**src/hw/rtl/lbps_pkg.sv**
```systemverilog
// Shared types and codes for the LED blink pattern slot block.
package lbps_pkg;

	// Operation codes of an input item.
	localparam logic [1:0] OP_TICK  = 2'd0;
	localparam logic [1:0] OP_PUSH  = 2'd1;
	localparam logic [1:0] OP_CLEAR = 2'd2;
	localparam logic [1:0] OP_SET   = 2'd3;

	// Pattern kinds held in a slot.
	localparam logic [2:0] KIND_NONE    = 3'd0;
	localparam logic [2:0] KIND_FATAL   = 3'd1;
	localparam logic [2:0] KIND_NOMOD   = 3'd2;
	localparam logic [2:0] KIND_ALIVE   = 3'd3;
	localparam logic [2:0] KIND_READING = 3'd4;
	localparam logic [2:0] KIND_STATUS  = 3'd5;

	// Outcome codes of a result.
	localparam logic [1:0] OUT_DONE     = 2'd0;
	localparam logic [1:0] OUT_DROPPED  = 2'd1;
	localparam logic [1:0] OUT_DISABLED = 2'd2;

	// Configuration register indexes.
	localparam logic [1:0] REG_DISABLE_AFTER = 2'd0;
	localparam logic [1:0] REG_FATAL_PERIOD  = 2'd1;
	localparam logic [1:0] REG_NOMOD_PERIOD  = 2'd2;
	localparam logic [1:0] REG_STATUS_PERIOD = 2'd3;

	// Contents of one blink slot.
	typedef struct packed {
		logic [2:0]  pattern;
		logic [31:0] deadline;
		logic [7:0]  blinks;
	} slot_t;

	// Per-item controls seen by the slot unit.
	typedef struct packed {
		logic [1:0]  op;
		logic [31:0] now;
		logic [2:0]  kind;
		logic [7:0]  count;
		logic [15:0] fatal_period;
		logic [15:0] nomod_period;
		logic [15:0] status_period;
	} step_ctl_t;

endpackage

```
**src/hw/rtl/led_blink_pattern_slots.sv**
```systemverilog
// Top level of the LED blink pattern slot block: sequencer, slot store and config.
//
//  channel   signals                                           direction
//  -------   -----------------------------------------------   ---------
//  item      start, operation, now_ms, pattern_kind,           in
//            blink_count, level (busy is an output)
//  result    done, led_a, led_b, led_c, outcome                out
//  config    cfg_valid, cfg_index, cfg_data; cfg_ready is out   in
//
// Tick and clear walk the slots one per cycle through a single shared slot
// unit, visiting every slot; the result strobe is registered from the last
// step. A push stops at the first idle slot. Set-all and a disabled push
// finish without a walk. Reset clears all slots and LEDs at once; no sweep
// follows. Results cannot be stalled: done is high for one cycle.
module led_blink_pattern_slots #(
	parameter int SLOT_COUNT = 4
) (
	input  logic        clk,
	input  logic        arst_n,
	input  logic        start,
	output logic        busy,
	input  logic [1:0]  operation,
	input  logic [31:0] now_ms,
	input  logic [2:0]  pattern_kind,
	input  logic [7:0]  blink_count,
	input  logic        level,
	output logic        done,
	output logic        led_a,
	output logic        led_b,
	output logic        led_c,
	output logic [1:0]  outcome,
	input  logic        cfg_valid,
	output logic        cfg_ready,
	input  logic [1:0]  cfg_index,
	input  logic [31:0] cfg_data
);
	import lbps_pkg::*;

	localparam int IDX_W = (SLOT_COUNT > 1) ? $clog2(SLOT_COUNT) : 1;
	localparam logic [IDX_W-1:0] LAST_IDX = IDX_W'(SLOT_COUNT - 1);

	typedef enum logic {
		ST_IDLE,
		ST_WALK
	} state_t;

	state_t           state_q;
	logic [IDX_W-1:0] idx_q;
	logic [1:0]       op_q;
	logic [31:0]      now_q;
	logic [2:0]       kind_q;
	logic [7:0]       count_q;
	logic [2:0]       led_q;
	logic [1:0]       outcome_q;
	logic             done_q;
	slot_t            slots_q [SLOT_COUNT];

	logic [31:0] disable_after_q;
	logic [15:0] fatal_period_q;
	logic [15:0] nomod_period_q;
	logic [15:0] status_period_q;

	logic      accept;
	logic      disabled;
	step_ctl_t ctl;
	slot_t     slot_cur;
	slot_t     slot_nxt;
	logic [2:0] led_nxt;
	logic      claimed;

	assign accept    = start && !busy;
	assign busy      = (state_q != ST_IDLE);
	assign cfg_ready = 1'b1;
	assign disabled  = (disable_after_q != 32'd0) && (now_ms > disable_after_q);

	// Configuration registers.
	always_ff @(posedge clk or negedge arst_n) begin
		if (!arst_n) begin
			disable_after_q <= 32'd0;
			fatal_period_q  <= 16'd100;
			nomod_period_q  <= 16'd500;
			status_period_q <= 16'd200;
		end else if (cfg_valid && cfg_ready) begin
			unique case (cfg_index)
				REG_DISABLE_AFTER: disable_after_q <= cfg_data;
				REG_FATAL_PERIOD:  fatal_period_q  <= cfg_data[15:0];
				REG_NOMOD_PERIOD:  nomod_period_q  <= cfg_data[15:0];
				REG_STATUS_PERIOD: status_period_q <= cfg_data[15:0];
				default: begin
				end
			endcase
		end
	end

	// Controls for the shared slot unit.
	always_comb begin
		ctl.op            = op_q;
		ctl.now           = now_q;
		ctl.kind          = kind_q;
		ctl.count         = count_q;
		ctl.fatal_period  = fatal_period_q;
		ctl.nomod_period  = nomod_period_q;
		ctl.status_period = status_period_q;
	end

	assign slot_cur = slots_q[idx_q];

	lbps_slot_unit u_slot_unit (
		.ctl      (ctl),
		.slot_in  (slot_cur),
		.led_in   (led_q),
		.slot_out (slot_nxt),
		.led_out  (led_nxt),
		.claimed  (claimed)
	);

	// Sequencer, slot store and result registers.
	always_ff @(posedge clk or negedge arst_n) begin
		if (!arst_n) begin
			state_q   <= ST_IDLE;
			idx_q     <= '0;
			op_q      <= OP_TICK;
			now_q     <= 32'd0;
			kind_q    <= KIND_NONE;
			count_q   <= 8'd0;
			led_q     <= 3'd0;
			outcome_q <= OUT_DONE;
			done_q    <= 1'b0;
			for (int i = 0; i < SLOT_COUNT; i++) begin
				slots_q[i] <= '0;
			end
		end else begin
			done_q <= 1'b0;
			unique case (state_q)
				ST_IDLE: begin
					if (accept) begin
						op_q    <= operation;
						now_q   <= now_ms;
						kind_q  <= pattern_kind;
						count_q <= blink_count;
						idx_q   <= '0;
						if (operation == OP_SET) begin
							if (disabled) begin
								outcome_q <= OUT_DISABLED;
							end else begin
								led_q     <= {3{level}};
								outcome_q <= OUT_DONE;
							end
							done_q <= 1'b1;
						end else if (operation == OP_PUSH && disabled) begin
							outcome_q <= OUT_DISABLED;
							done_q    <= 1'b1;
						end else begin
							state_q <= ST_WALK;
						end
					end
				end
				ST_WALK: begin
					slots_q[idx_q] <= slot_nxt;
					led_q          <= led_nxt;
					if (claimed || idx_q == LAST_IDX) begin
						state_q   <= ST_IDLE;
						done_q    <= 1'b1;
						outcome_q <= (op_q == OP_PUSH && !claimed) ? OUT_DROPPED : OUT_DONE;
					end else begin
						idx_q <= idx_q + IDX_W'(1);
					end
				end
				default: begin
					state_q <= ST_IDLE;
				end
			endcase
		end
	end

	assign done    = done_q;
	assign led_a   = led_q[0];
	assign led_b   = led_q[1];
	assign led_c   = led_q[2];
	assign outcome = outcome_q;

endmodule

```
**src/hw/rtl/lbps_slot_unit.sv**
```systemverilog
// Shared slot unit: updates one slot and the LED levels for tick, push or clear.
module lbps_slot_unit (
	input  lbps_pkg::step_ctl_t ctl,
	input  lbps_pkg::slot_t     slot_in,
	input  logic [2:0]          led_in,
	output lbps_pkg::slot_t     slot_out,
	output logic [2:0]          led_out,
	output logic                claimed
);
	import lbps_pkg::*;

	logic        due;
	logic [15:0] period;
	logic [31:0] next_deadline;

	// One compare and one adder serve every slot in turn.
	assign due = slot_in.deadline < ctl.now;

	always_comb begin
		unique case (slot_in.pattern)
			KIND_FATAL: period = ctl.fatal_period;
			KIND_NOMOD: period = ctl.nomod_period;
			default:    period = ctl.status_period;
		endcase
	end

	assign next_deadline = ctl.now + {16'd0, period};

	// Slot update for the current operation.
	always_comb begin
		slot_out = slot_in;
		led_out  = led_in;
		claimed  = 1'b0;
		unique case (ctl.op)
			OP_TICK: begin
				unique case (slot_in.pattern)
					KIND_FATAL: begin
						if (due) begin
							led_out = {3{~led_in[0]}};
							slot_out.deadline = next_deadline;
						end
					end
					KIND_NOMOD: begin
						if (due) begin
							led_out[0] = ~led_in[0];
							slot_out.deadline = next_deadline;
						end
					end
					KIND_READING: begin
						led_out[1] = 1'b1;
					end
					KIND_STATUS: begin
						if (due) begin
							if (led_in[2]) begin
								led_out[2] = 1'b0;
								if (slot_in.blinks > 8'd1) begin
									slot_out.blinks = slot_in.blinks - 8'd1;
									slot_out.deadline = next_deadline;
								end else begin
									slot_out.pattern = KIND_NONE;
								end
							end else begin
								led_out[2] = 1'b1;
								slot_out.deadline = next_deadline;
							end
						end
					end
					default: begin
					end
				endcase
			end
			OP_PUSH: begin
				if (slot_in.pattern == KIND_NONE) begin
					slot_out.pattern  = ctl.kind;
					slot_out.deadline = 32'd0;
					slot_out.blinks   = ctl.count;
					claimed = 1'b1;
				end
			end
			OP_CLEAR: begin
				if (slot_in.pattern == ctl.kind) begin
					if (slot_in.pattern == KIND_READING) begin
						led_out[1] = 1'b0;
					end
					slot_out.pattern = KIND_NONE;
				end
			end
			default: begin
			end
		endcase
	end

endmodule

```
**config.mk**
```make
export PLATFORM = sky130hd
export DESIGN_NAME = led_blink_pattern_slots
export DESIGN_NICKNAME = d
export VERILOG_FILES = /design/src/hw/rtl/lbps_pkg.sv /design/src/hw/rtl/led_blink_pattern_slots.sv /design/src/hw/rtl/lbps_slot_unit.sv
export SDC_FILE = /design/constraint.sdc
export NUM_CORES = 1
export LEC_CHECK = 0
export BUFFER_PORTS_ARGS = -buffer_cell sky130_fd_sc_hd__buf_4
export CAP_MARGIN = 0
export CORE_ASPECT_RATIO = 1.5
export CORE_MARGIN = 5
export CORE_UTILIZATION = 30
export CTS_BUF_LIST = sky130_fd_sc_hd__clkbuf_16
export CTS_CLUSTER_SIZE = 10
export DETAILED_ROUTE_END_ITERATION = 10
export PLACE_DENSITY_LB_ADDON = 0.15
export SKIP_CTS_REPAIR_TIMING = 1
export SYNTH_ARGS = -nofsm -noshare
export SYNTH_HDL_FRONTEND = slang
export SYNTH_SLANG_ARGS = --single-unit
```
**constraint.sdc**
```tcl
create_clock -name clk -period 5.5 [get_ports clk]
set_input_delay 0.55 -clock clk [delete_from_list [all_inputs] [get_ports clk]]
set_output_delay 0.55 -clock clk [all_outputs]
set_load 0.01 [all_outputs]
```
* Yosys cells after proc, flatten, opt, wreduce, memory -nomap -nowiden
Cells that the tools add are included.
** Cells by class
- Bitwise operators :: 3
- Add/subtract/negate cells :: 3
- Reduce and logical (&&, ||, !) cells :: 23
- Mux-type cells :: 59
- Order comparisons :: 5
- Eq/ne operators :: 30
** Operator list (number)
- 43-bit two-way mux :: 5
- 172-bit bitwise mux :: 1
- 43-bit binary-select mux with 2-bit select :: 1
- 43-bit demux with 2-bit select :: 1
- 40-bit one-hot mux with 2 select lines :: 1
- 32-bit two-way mux :: 2
- 32-bit one-hot mux with 2 select lines :: 1
- 40-bit two-way mux :: 1
- 32-bit by 16-bit adder with 32-bit output :: 1
- 32-bit > comparator :: 1
- 32-bit < comparator :: 1
- 16-bit one-hot mux with 2 select lines :: 1
- 32-bit nonzero test :: 1
- 3-bit two-way mux :: 8
- 1-bit two-way mux :: 18
- 8-bit two-way mux :: 2
- 3-bit by 2-bit != test with 1-bit output, second input constant :: 5
- 2-bit two-way mux :: 7
- 7-bit AND reduction :: 2
- 1-bit one-hot mux with 2 select lines :: 6
- 2-bit AND reduction :: 6
- 2-bit equality test, second input constant :: 5
- 3-bit by 1-bit != test with 1-bit output, second input constant :: 3
- 3-bit one-hot mux with 3 select lines :: 1
- other kinds (26) :: 42
** Storage, ports and cells
- Logic and storage cells :: 150
- Input port bits :: 84
- Output and inout port bits :: 8
- Bits in registers :: 306

* Depth between registers and ports, before layout
Gate-level depths: netlist (run 1).
- Depth in word-level cells :: 13
- Depth in mapped cells :: 19
- Depth with buffers taken out :: 16

* Modules after synthesis
Synthesis (run 1) repeated with hierarchy kept, for this count alone.
** Second synthesis, totals
- Cells, all modules :: 1478
- Area, all modules :: 17068.9 µm²
** Modules (own cells, without submodules)
- led_blink_pattern_slots :: cells an instance 909, area each 13350.3 µm², seq. area each 7672.4 µm², times used 1
- lbps_slot_unit :: cells an instance 569, area each 3718.6 µm², seq. area each 0.0 µm², times used 1

* Worst setup path after synthesis (run 1)
No wires, ideal clock.
- Path kind :: register to register
- Start :: register idx_q[0]
- End :: register slots_q[165] (netlist bit)
- Stages on the path, launching flop included :: 20
- Library setup time :: 0.138 ns
- Buffers on the path :: 4
- Required time :: 5.362 ns
- Slack :: 0.673 ns
- Arrival :: 4.689 ns
- Period minus slack after synthesis :: 4.827 ns
- Path through :: dfrtp_1 -> buf_4 -> mux4_2 -> buf_2 -> nor2b_1 -> nor2b_1 -> clkbuf_1 -> nor2_1 -> clkbuf_1 -> nand2_1 -> nand2_1 -> ha_1 -> and3_1 -> and3_1 -> a32o_1 -> o311ai_0 -> a21oi_1 -> xnor2_1 -> a211oi_1 -> o41ai_1
** Between the ends
- Longest elaborated chain between the ends :: 13
- Elaborated cells between the ends (all ways) :: 26
- Classes of those cells :: add/sub (1); order compare (4); eq/ne (3); mux (14); bitwise (1); reduce/logical (3)
** Ends and longest elaborated chain
- start: declaration :: RTL line led_blink_pattern_slots.sv:48 : logic [IDX_W-1:0] idx_q;
- start signal: assignment :: RTL line led_blink_pattern_slots.sv:166 : idx_q <= idx_q + IDX_W'(1);
- 2-bit inverter with 3-bit output (not written as such) * :: RTL line led_blink_pattern_slots.sv:106, led_blink_pattern_slots.sv:159
- 43-bit binary-select mux with 2-bit select :: RTL line led_blink_pattern_slots.sv:106 : assign slot_cur = slots_q[idx_q];
- 43-bit two-way mux (not written as such) (2 in a row) :: RTL line led_blink_pattern_slots.sv:106
- 3-bit by 2-bit equality test with 1-bit output / 3-bit by 1-bit equality test with 1-bit output (equally long branches) :: RTL line lbps_slot_unit.sv:20, lbps_slot_unit.sv:36
- 16-bit one-hot mux with 2 select lines :: RTL line lbps_slot_unit.sv:20 : unique case (slot_in.pattern)
- 32-bit by 16-bit adder with 32-bit output :: RTL line lbps_slot_unit.sv:27 : assign next_deadline = ctl.now + {16'd0, period};
- 40-bit two-way mux :: RTL line lbps_slot_unit.sv:56 : if (slot_in.blinks > 8'd1) begin
- 32-bit two-way mux :: RTL line lbps_slot_unit.sv:54 : if (led_in[2]) begin
- 43-bit two-way mux :: RTL line lbps_slot_unit.sv:53 : if (due) begin
- 32-bit one-hot mux with 2 select lines :: RTL line lbps_slot_unit.sv:36 : unique case (slot_in.pattern)
- 40-bit one-hot mux with 2 select lines :: RTL line lbps_slot_unit.sv:34 : unique case (ctl.op)
- 172-bit bitwise mux * :: RTL line led_blink_pattern_slots.sv:159 : slots_q[idx_q] <= slot_nxt;
- end signal: indexed assignment :: RTL line led_blink_pattern_slots.sv:159
- end: declaration :: RTL line led_blink_pattern_slots.sv:56 : slot_t slots_q [SLOT_COUNT];
Mark *: on every way between the ends. The rest lies on a longest branch, timed or not. The select of a mux whose other input is x is not followed.
A chain may end at the register's enable or synchronous reset.

* Worst setup path after layout (run 1)
Same ends and word-level chain as after synthesis.

==> key figures, run 1 <==
Status
  • Status: completed

Worst setup path
  • FF-to-FF setup slack: ~0.32 ns
  • Kind of critical path: register to register
  • Setup crit start kind: register
  • R2r endpoint: slots_q[165]
  • Worst setup EP type: register
  • Critical path arrival: 5.58 ns
  • Critical path origin: idx_q[0]
  • CP required: about 5.9 ns
  • Path depth of the worst reg2reg path: 18
  • RR Startpoint: idx_q[0]
  • Max FO, Critical Path: 16

STA
  • Worst-Margin Slew: 0.970 ns
  • Final Skew: 0.0443 ns
  • Min Hold Slack: 0.00544 ns
  • Setup violators final: 0
  • Max Fclk: 193 MHz
  • Tcrit/Tclk final: 94.2%
  • Max_slew headroom: a little over a third
  • Fin crit period: ~5.2 ns
  • Post-route setup TNS: 0 ns
  • RSZ-0062 raised after global routing: no
  • Final Hold Violating Endpoints: 0
  • Slew Viols, Final: 0

Die
  • FP Rows: 105
  • DIE WIDTH: 201 microns
  • Core ar.: approximately 54000 sq um
  • Die area: slightly below 60000 sq um
  • Die Y: 296 microns
  • Initial core utilization: 30.1%
  • IO Count: 92

Placement
  • Final Wtd Congestion: 0.848
  • Port Buffers: 90
  • Hpwl dp: 35900 microns

Layout
  • Layout cells sized above 1: 17.7%
  • Layout area overhead: 16.0%
  • Final-stage net count: 1894
  • ANT cells: 0

Route
  • Drt wl/cell: 20.4 microns
  • Routed Antenna Nets: 0
  • DRT iter0 DRCs: ~750
  • Residual DRC: 0
  • Via count: between 10000 and 15000
  • Via/cell ratio: 5.15
  • Drt first pass iters: 6
  • Detailed Route WL: 49600 microns

Logic synthesis
  • Synth top area share: ~45%
  • Synthesized flop and latch total: 306
  • Synth top area cells: dfrtp_1, nand2_1, ha_1
  • Post-synth EDFFs: 0
  • Distinct cells, synth: 74
  • Post-Syn Area per Cell: 9.93 sq um
  • Synth Warn #: 0
  • Post-Synthesis Cells: between 1500 and 2000
  • Synth Flop Type: dfrtp_1
  • Post-Syn Area: 16400 sq um
  • Share of the yosys chip area belonging to registers: 46.9%
  • Synth async-reset ratio: 100%
  • Post-Syn Nets: 1822
  • Synth area leader: dfrtp_1

Clock tree
  • Sink Count: between 300 and 400
  • Worst-Skew Late Latency: 0.55 ns
  • Root Driver: clkbuf_16
  • Worst-path clk slew: 0.06 ns
  • CTS tree: yes
  • H-tree levels: 2
  • TritonCTS Buffers: 38
  • Clock Tree Buf Depth: 3

Global route
  • First-pass GRT wire length: between 70000 and 80000 microns
  • Gr usage total: approximately 17%
  • Number of global-route vias before repair: 13441
  • Initial antenna violation count: 0
  • Total grt overflow: 0
  • Largest net degree at the start of global routing: between 100 and 150

Power and ir drop
  • Clock power frac: 20.2%
  • P_sw: 5.13 mW
  • Seq pwr share: between 30% and 40%
  • Maximum VDD drop: approximately 250 uV
  • Internal power: 6.56 mW
  • Power density over the cells: approximately 600 nW/um^2
  • Cell leakage power: 8.47 nW
  • Power consumption: 11.7 mW
  • Comb pwr share: 49.5%
  • Sw frac: ~44%

Worst hold path
  • Hold Crit Class: input port to asynchronous set/reset pin

Flow run
  • Maxcap violations: 0
==> cells in the mapped netlist, types with 6 or more instances <==
master and count:
dfrtp_1 294, nand2_1 345, a22oi_1 30, o21a_1 6, and2_1 10, ha_1 89, clkbuf_1 72, or3_1 6
o21ai_1 73, mux4_2 43, o211ai_1 11, mux2i_1 8, a21boi_0 6, and4_1 8, nand4_1 21, mux2_2 57
o31ai_1 6, xor2_1 9, xnor2_1 22, nor4_1 16, a21oi_1 45, buf_1 6, a22oi_2 11, nor2_1 41
nor3_1 14, a211oi_1 11, o21ai_0 171, a21o_1 17, inv_1 74, and3_1 11, dfstp_2 12, nor2b_1 7
buf_2 6, nand3_1 15
==> power by group through the flow <==
stage	logic (mW)	registers [mW]	clock network, mW
floorplan	4.09	3.34	0
global placement	5.78	3.56	0
detailed placement	5.83	3.58	0
CTS	5.86	3.54	2.44
global route	6.45	3.64	2.52
finish	5.79	3.54	2.36
==> sequential cells by signal, indices dropped and copies added, names as in the netlist <==
signal / count
busy: 1
count_q: 8
disable_after_q: 32
done: 1
fatal_period_q: 16
idx_q: 2
kind_q: 3
led_q: 3
nomod_period_q: 16
now_q: 32
op_q: 2
outcome: 2
slots_q: 172
status_period_q: 16
==> area by class of cell <==
| cell class | instances | area [sq um] |
|---|---|---|
| clock buffer | 39 | 976 |
| inverter | 74 | 278 |
| timing repair buffer | 120 | 946 |
| clock inverter | 21 | 158 |
| sequential | 306 | 7680 |
| fill | 5629 | 35400 |
| multi-input combinational | 1180 | 8090 |
| tap | 695 | 870 |
==> stage by stage <==
stage	instance area (sq um)	utilization, %	instances	setup WS, ns
after floorplan	16400	-	1648	0.673
after global placement	17900	32.8	2375	0.418
after detailed placement	17900	32.8	2375	0.340
after CTS	19000	34.9	2435	0.300
after global routing	19000	34.9	2435	0.114
final	19000	34.9	2435	0.317
==> per-layer routing <==
metal	part of all wire, %	global-route usage [%]
met3	2.9	2.11
met1	43	20.6
met2	52	30.9
met4	2.2	4.20
met5	0	0
==> kinds of logic (layout without fill, tap and decap cells) <==
kind of cell | Yosys count | after routing | synth area share [%]
simple gates | 518 | 518 | 14.2
compound gates | 432 | 432 | 16.1
flops | 306 | 306 | 46.9
buf+inv | 162 | 254 | 3.88
mux | 108 | 108 | 10.3
fa+ha+maj | 90 | 90 | 6.93
xor+xnor | 31 | 31 | 1.66
other cells | 1 | 1 | 0.0229
==> how the worst max path moves through the flow <==
stage          slack, ns  cells after the start      endpoint
2_1_floorplan       0.67                     19  slots_q[165]
3_3_place_gp        0.42                     17   slots_q[36]
3_5_place_dp        0.34                     17  slots_q[165]
4_1_cts             0.30                     17  slots_q[165]
5_1_grt             0.11                     18  slots_q[118]
6_report            0.32                     18  slots_q[165]
==> cells in the final DEF, fill, tap and decap left out, drive strengths merged, types with 15 or more instances in the layout <==
master / n
nand2: 345
inv: 89
a21o: 17
nor4: 16
a22oi: 41
nand3: 15
nor2: 43
buf: 120
o21ai: 244
nand4: 21
xnor2: 22
clkbuf: 39
mux4: 43
mux2: 57
ha: 89
dfrtp: 294
a21oi: 45
nor3: 15
==> worst max-delay path, cell delays in order, from the launching register on <==
cell and delay (ns):
dfrtp_4 0.48, mux4_2 0.65, nor2b_1 0.19, nor2b_1 0.16, buf_4 0.23, a22oi_1 0.25, nand2_1 0.09, ha_1 0.21
fa_1 0.41, nand3_1 0.12, a21boi_0 0.09, buf_4 0.16, a32o_1 0.30, o311ai_0 0.50, buf_4 0.23, a21oi_1 0.08
xnor2_1 0.15, a211oi_1 0.53, o41ai_1 0.18
Note: power is estimated with default switching activity, not from simulation.
==> run 2, diff against run 1 <==
- HOLD_SLACK_MARGIN: unset -> 0.12
- SYNTH_HIERARCHICAL: unset -> 1
==> run 2 against run 1 <==
Effect of this change:
- final cell count down 3.6%
- clock power down 7%
- critical path depth down 2
- worst hold slack better by 0.22 ns
- combinational power up 20%
- power up 9.7%
- core utilization about the same
- die area up 4.1%
- count of clock-buffer cells in the layout unchanged
- clock skew down 0.014 ns
- sequential power up 4%
- synthesized cell count down 10%
- critical path type unchanged
==> key figures, run 2 <==
Status
  • Status: completed

Clock tree
  • Root Driver: clkbuf_16
  • Worst-path clk slew: 0.06 ns
  • TritonCTS Buffers: 37
  • Clock Tree Buf Depth: 3
  • CTS tree: yes
  • Sink Count: 306
  • Worst-Skew Late Latency: about 0.54 ns
  • H-tree levels: 2

Global route
  • Initial antenna violation count: 0
  • Largest net degree at the start of global routing: 112
  • Total grt overflow: 0
  • First-pass GRT wire length: 80500 microns
  • Gr usage total: approximately 17%
  • Number of global-route vias before repair: around 13000

Logic synthesis
  • Post-Syn Area per Cell: ~12 sq um
  • Synth area leader: dfrtp_1
  • Synth Flop Type: dfrtp_1
  • Synth async-reset ratio: 100%
  • Post-synth EDFFs: 0
  • Synth top area share: 43.1%
  • Post-synth top cells: dfrtp_1, mux2_2, nand2_1
  • Post-Syn Area: 17100 sq um
  • Synth Warn #: 6
  • Share of the yosys chip area belonging to registers: 44.9%
  • Synthesized flop and latch total: 306
  • Most common cell in the netlist: dfrtp_1
  • Post-Syn Nets: ~1700
  • Distinct cells, synth: 82
  • Synth top area cells: dfrtp_1, mux2_2, ha_1
  • Post-Synthesis Cells: 1478

Layout
  • Layout cells sized above 1: 32.2%
  • Non-filler cells, final: 2348
  • Final-stage net count: 1741
  • Max FFs per register: 172
  • Commonest non-fill, non-tap cells in the layout: dfrtp_1, mux2_2, nand2_1
  • Top Registers: slots_q (172), disable_after_q (32), now_q (32)
  • Biggest register: slots_q
  • Layout area overhead: 15.7%
  • ANT cells: 0
  • Most common cell after layout, fill and taps aside: dfrtp_1

Placement
  • Final Wtd Congestion: 0.828
  • Hpwl dp: a little under 40000 microns
  • Placed insts: 2290
  • Port Buffers: 90

Die
  • DIE WIDTH: 205 microns
  • FP Rows: between 100 and 150
  • Initial core utilization: 30.1%
  • Die area: 61900 sq um
  • IO Count: 92
  • Core ar.: 56600 sq um
  • Die Y: 302 microns

STA
  • Final Skew: 0.0301 ns
  • Slew Viols, Final: 0
  • Worst-Margin Slew: 1.00 ns
  • RSZ-0062 raised after global routing: no
  • Post-route setup TNS: 0 ns
  • Fin crit period: 4.88 ns
  • Final Hold Violating Endpoints: 0
  • Max Fclk: 205 MHz
  • Tcrit/Tclk final: 88.7%
  • Setup violators final: 0
  • Max_slew headroom: 32.9%

Worst setup path
  • Critical path arrival: roughly 5.3 ns
  • Max FO, Critical Path: 14
  • R2r endpoint: slots_q[35]
  • RR Startpoint: idx_q[0]
  • Worst setup EP type: register
  • Setup crit start kind: register
  • Kind of critical path: register to register
  • CP required: 5.91 ns
  • FF-to-FF setup slack: 0.62 ns
  • Path depth of the worst reg2reg path: 16

Worst hold path
  • Hold_sp: cfg_data[30]
  • Hold path depth: 3
  • Hold Crit Endpoint: disable_after_q[30]
  • Hold Crit Class: input port to register

Route
  • Via/cell ratio: 5.19
  • Residual DRC: 0
  • Routed Antenna Nets: 0
  • DRT iter0 DRCs: 654
  • Drt wl/cell: approximately 22 microns
  • Drt first pass iters: 5
  • Detailed Route WL: around 52000 microns
  • Via count: 12179

Flow run
  • Maxcap violations: 0

Power and ir drop
  • Cell leakage power: 8.94 nW
  • Maximum VDD drop: 253 uV
  • Power density over the cells: 649 nW/um^2
  • Power consumption: 12.8 mW
run 2: cell count changes after synthesis, sizes merged, moves of 7 or more:
cell / before / now
a22oi: 41 / 19
a21oi: 45 / 72
mux2: 57 / 266
clkbuf: 72 / 46
and2: 10 / 3
nand3: 15 / 32
inv: 74 / 82
nand2: 345 / 137
o21ai: 244 / 78
a21o: 17 / 8
run 2: per-layer routing:
metal / vias to the layer above / track usage (%) / routed length (microns)
met2: 242 / 31.1 / 27300
met1: 6227 / 20.5 / 21300
met5: - / 0 / 0
met4: 0 / 6.45 / 1990
li1: 5622 / - / -
met3: 88 / 1.77 / 1670
run 2: area by class of cell:
type	count	area (sq um)
tap	763	955
fill	5658	36900
clock inverter	18	73.8
inverter	82	308
clock buffer	39	976
sequential	306	7680
multi-input combinational	1022	8850
timing repair buffer	118	908
run 2: metrics by stage:
stage	hold slack, ns	area, sq um	setup WS [ns]	utilization, %
after CTS	0.0406	19700	0.550	34.9
after global placement	0.481	18700	0.752	33.0
after floorplan	0.254	17100	0.137	-
final	0.229	19700	0.620	34.9
after detailed placement	0.487	18700	0.573	33.0
after global routing	0.215	19700	0.270	34.9
run 2: worst max-delay path by stage:
stage,startpoint,to,slack (ns),cells after the start
2_1_floorplan,idx_q[0],slots_q[112],0.14,20
3_3_place_gp,idx_q[0],slots_q[65],0.75,17
3_5_place_dp,idx_q[0],slots_q[35],0.57,16
4_1_cts,idx_q[0],slots_q[35],0.55,16
5_1_grt,idx_q[0],slots_q[151],0.27,17
6_report,idx_q[0],slots_q[35],0.62,16
run 2: critical path, cell delays in order (launching register included):
cell,delay (ns)
dfrtp_4,0.46
mux4_2,0.63
nor3b_2,0.21
nor2_1,0.29
buf_4,0.27
nand2_1,0.07
nand2_1,0.09
ha_1,0.25
a21oi_1,0.19
nor2_1,0.07
a211oi_1,0.47
a2111oi_2,0.22
buf_4,0.19
o21ba_1,0.17
a2111oi_0,0.55
mux2i_1,0.28
mux2_2,0.33
run 2: power by group:
group          internal, mW  leakage [nW]  switching (mW)  total (mW)
combinational          2.92          4.52            4.03        6.95
clock                  1.26         0.559           0.944        2.20
sequential             3.04          3.86           0.629        3.67
run 2: logic make-up after synthesis:
kind of cell	share of synthesized area (%)
AOI/OAI and AO/OA	10.1
xor gates and xnor gates	1.54
adders and majority gates	6.64
buffers and inverters	3.46
DFF	44.9
muxes	24.0
other	0.0220
and+or+nand+nor	9.35
==> run 3, diff against run 2 <==
- CORE_MARGIN: 5 -> 2
==> run 3 against run 2 <==
Effect of this change:
- non-clock buffer count decreased by 3
- combinational power decreased by 2%
- clock skew decreased by 0.0018 ns
- sequential power about the same
- sequential share of layout area about the same
==> key figures, run 3 (synthesis results as in run 2) <==
Status
  • Status: completed

Power and ir drop
  • Cell leakage power: 8.94 nW
  • Power consumption: about 13 mW
  • Power density over the cells: 646 nW/um^2
  • Maximum VDD drop: around 240 uV

Clock tree
  • Worst-path clk slew: 0.06 ns
  • H-tree levels: 2
  • Sink Count: roughly 300
  • CTS tree: yes
  • TritonCTS Buffers: 37
  • Root Driver: clkbuf_16
  • Clock Tree Buf Depth: 3
  • Worst-Skew Late Latency: between 0.5 and 0.6 ns

Route
  • Residual DRC: 0
  • WL met2: around 27000 microns
  • Drt wl/cell: 21.9 microns
  • Highest metal used: met5
  • Wl on met1: 20900 microns
  • DR WL met3: 1640 microns
  • Drt first pass iters: 7
  • Via/cell ratio: 5.11
  • DRT iter0 DRCs: 527
  • Via count: about 12000
  • Detailed Route WL: 51300 microns
  • Routed Antenna Nets: 0

Placement
  • DP Worst Slack: 0.641 ns
  • Final Wtd Congestion: 0.853
  • Port Buffers: 90
  • Hpwl dp: 37700 microns
  • Post-DP Area: between 15000 and 20000 sq um

STA
  • Fin crit period: 4.82 ns
  • Max Fclk: approximately 210 MHz
  • RSZ-0062 raised after global routing: no
  • Slew Viols, Final: 0
  • Setup violators final: 0
  • Post-route setup TNS: 0 ns
  • Final setup margin: 0.677 ns
  • Max_slew headroom: around a third
  • Final Hold Violating Endpoints: 0
  • Final Skew: 0.0283 ns
  • Worst-Margin Slew: 1.03 ns
  • Tcrit/Tclk final: 87.7%

Global route
  • Number of global-route vias before repair: between 10000 and 15000
  • Initial antenna violation count: 1
  • Gr usage total: 17.8%
  • First-pass GRT wire length: 78600 microns
  • Total grt overflow: 0
  • Largest net degree at the start of global routing: approximately 110

Layout
  • Layout cells sized above 1: 32.3%
  • Multi-input gate area: 8840 sq um
  • Most common cell after layout, fill and taps aside: dfrtp_1
  • ANT cells: 0
  • Layout area overhead: 15.7%
  • Filler cells: 5648
  • Commonest non-fill, non-tap cells in the layout: dfrtp_1, mux2_2, nand2_1
  • Biggest register: slots_q
  • Final-stage net count: 1738
  • Area occupied by registers: 7680 sq um
  • Top Registers: slots_q (172), disable_after_q (32), now_q (32)
  • Post-Layout Inst Area: ~20000 sq um
  • Post-layout util: 35.0%
  • Max FFs per register: 172

Die
  • Die area: 58900 sq um
  • FP Rows: 107
  • IO Count: 92
  • Core ar.: 56500 sq um
  • DIE WIDTH: 199 microns
  • Die Y: between 200 and 300 microns
  • Initial core utilization: 30.2%

Worst hold path
  • Hold Crit Class: input port to asynchronous set/reset pin

Flow run
  • Maxcap violations: 0

Worst setup path
  • Kind of critical path: register to register
  • CP required: 5.92 ns
  • Critical path arrival: 5.24 ns
  • Worst setup EP type: register
  • Max FO, Critical Path: 24
  • Setup crit start kind: register
  • Path depth of the worst reg2reg path: 11
==> run 3: changes by cell type in the layout (fill, tap and decap cells not counted), sizes merged <==
cell         change
inv              +2
bufinv           +1
dlygate4sd3      -1
buf              -2
clkinv           -5
==> run 3: path summary, 6_finish.rpt <==
path / startpoint / slack, ns / end
max: idx_q[0] / 0.68 / slots_q[155]
min in group clk: cfg_data[29] / 0.21 / disable_after_q[29]
max in group asynchronous: arst_n / 4.25 / idx_q[0]
min reg2reg: slots_q[3] / 0.50 / slots_q[3]
max reg2reg: idx_q[0] / 0.68 / slots_q[155]
min: arst_n / 0.06 / slots_q[28]
==> run 3: power by group <==
| group | switching, mW | internal, mW |
|---|---|---|
| combinational | 3.93 | 2.91 |
| clock | 0.956 | 1.31 |
| sequential | 0.609 | 3.04 |
| total | 5.50 | 7.26 |
==> run 3: metrics by stage <==
stage,hold WS [ns],std cells
6_report,0.0608,2343
2_1_floorplan,0.254,1478
5_1_grt,0.130,2343
3_5_place_dp,0.488,2288
3_3_place_gp,0.482,2288
4_1_cts,0.114,2343
==> run 3: area by class of cell <==
class / instances / share of cell area, %
multi-input cells: 1022 / 44.8
flip-flops and latches: 306 / 38.9
clock buffers: 39 / 4.94
well taps: 763 / 4.83
repair buffers: 115 / 4.54
inverters: 82 / 1.56
clock inverters: 16 / 0.488
==> run 3: worst max-delay path, stage by stage, from the launching register on <==
cell	delay, ns
dfrtp_4	0.51
buf_4	0.48
mux4_2	0.61
ha_1	0.31
a21oi_1	0.22
o21ai_0	0.15
a311oi_1	0.45
nand2_1	0.29
nor4_4	0.87
nor4b_1	0.14
a311o_1	0.35
mux2_2	0.27
==> run 3: routing by layer <==
| metal | vias up | GRT usage (%) |
|---|---|---|
| met3 | 68 | 2.54 |
| met5 | - | 0 |
| li1 | 5597 | - |
| met1 | 6094 | 20.9 |
| met4 | 2 | 5.95 |
| met2 | 205 | 32.9 |
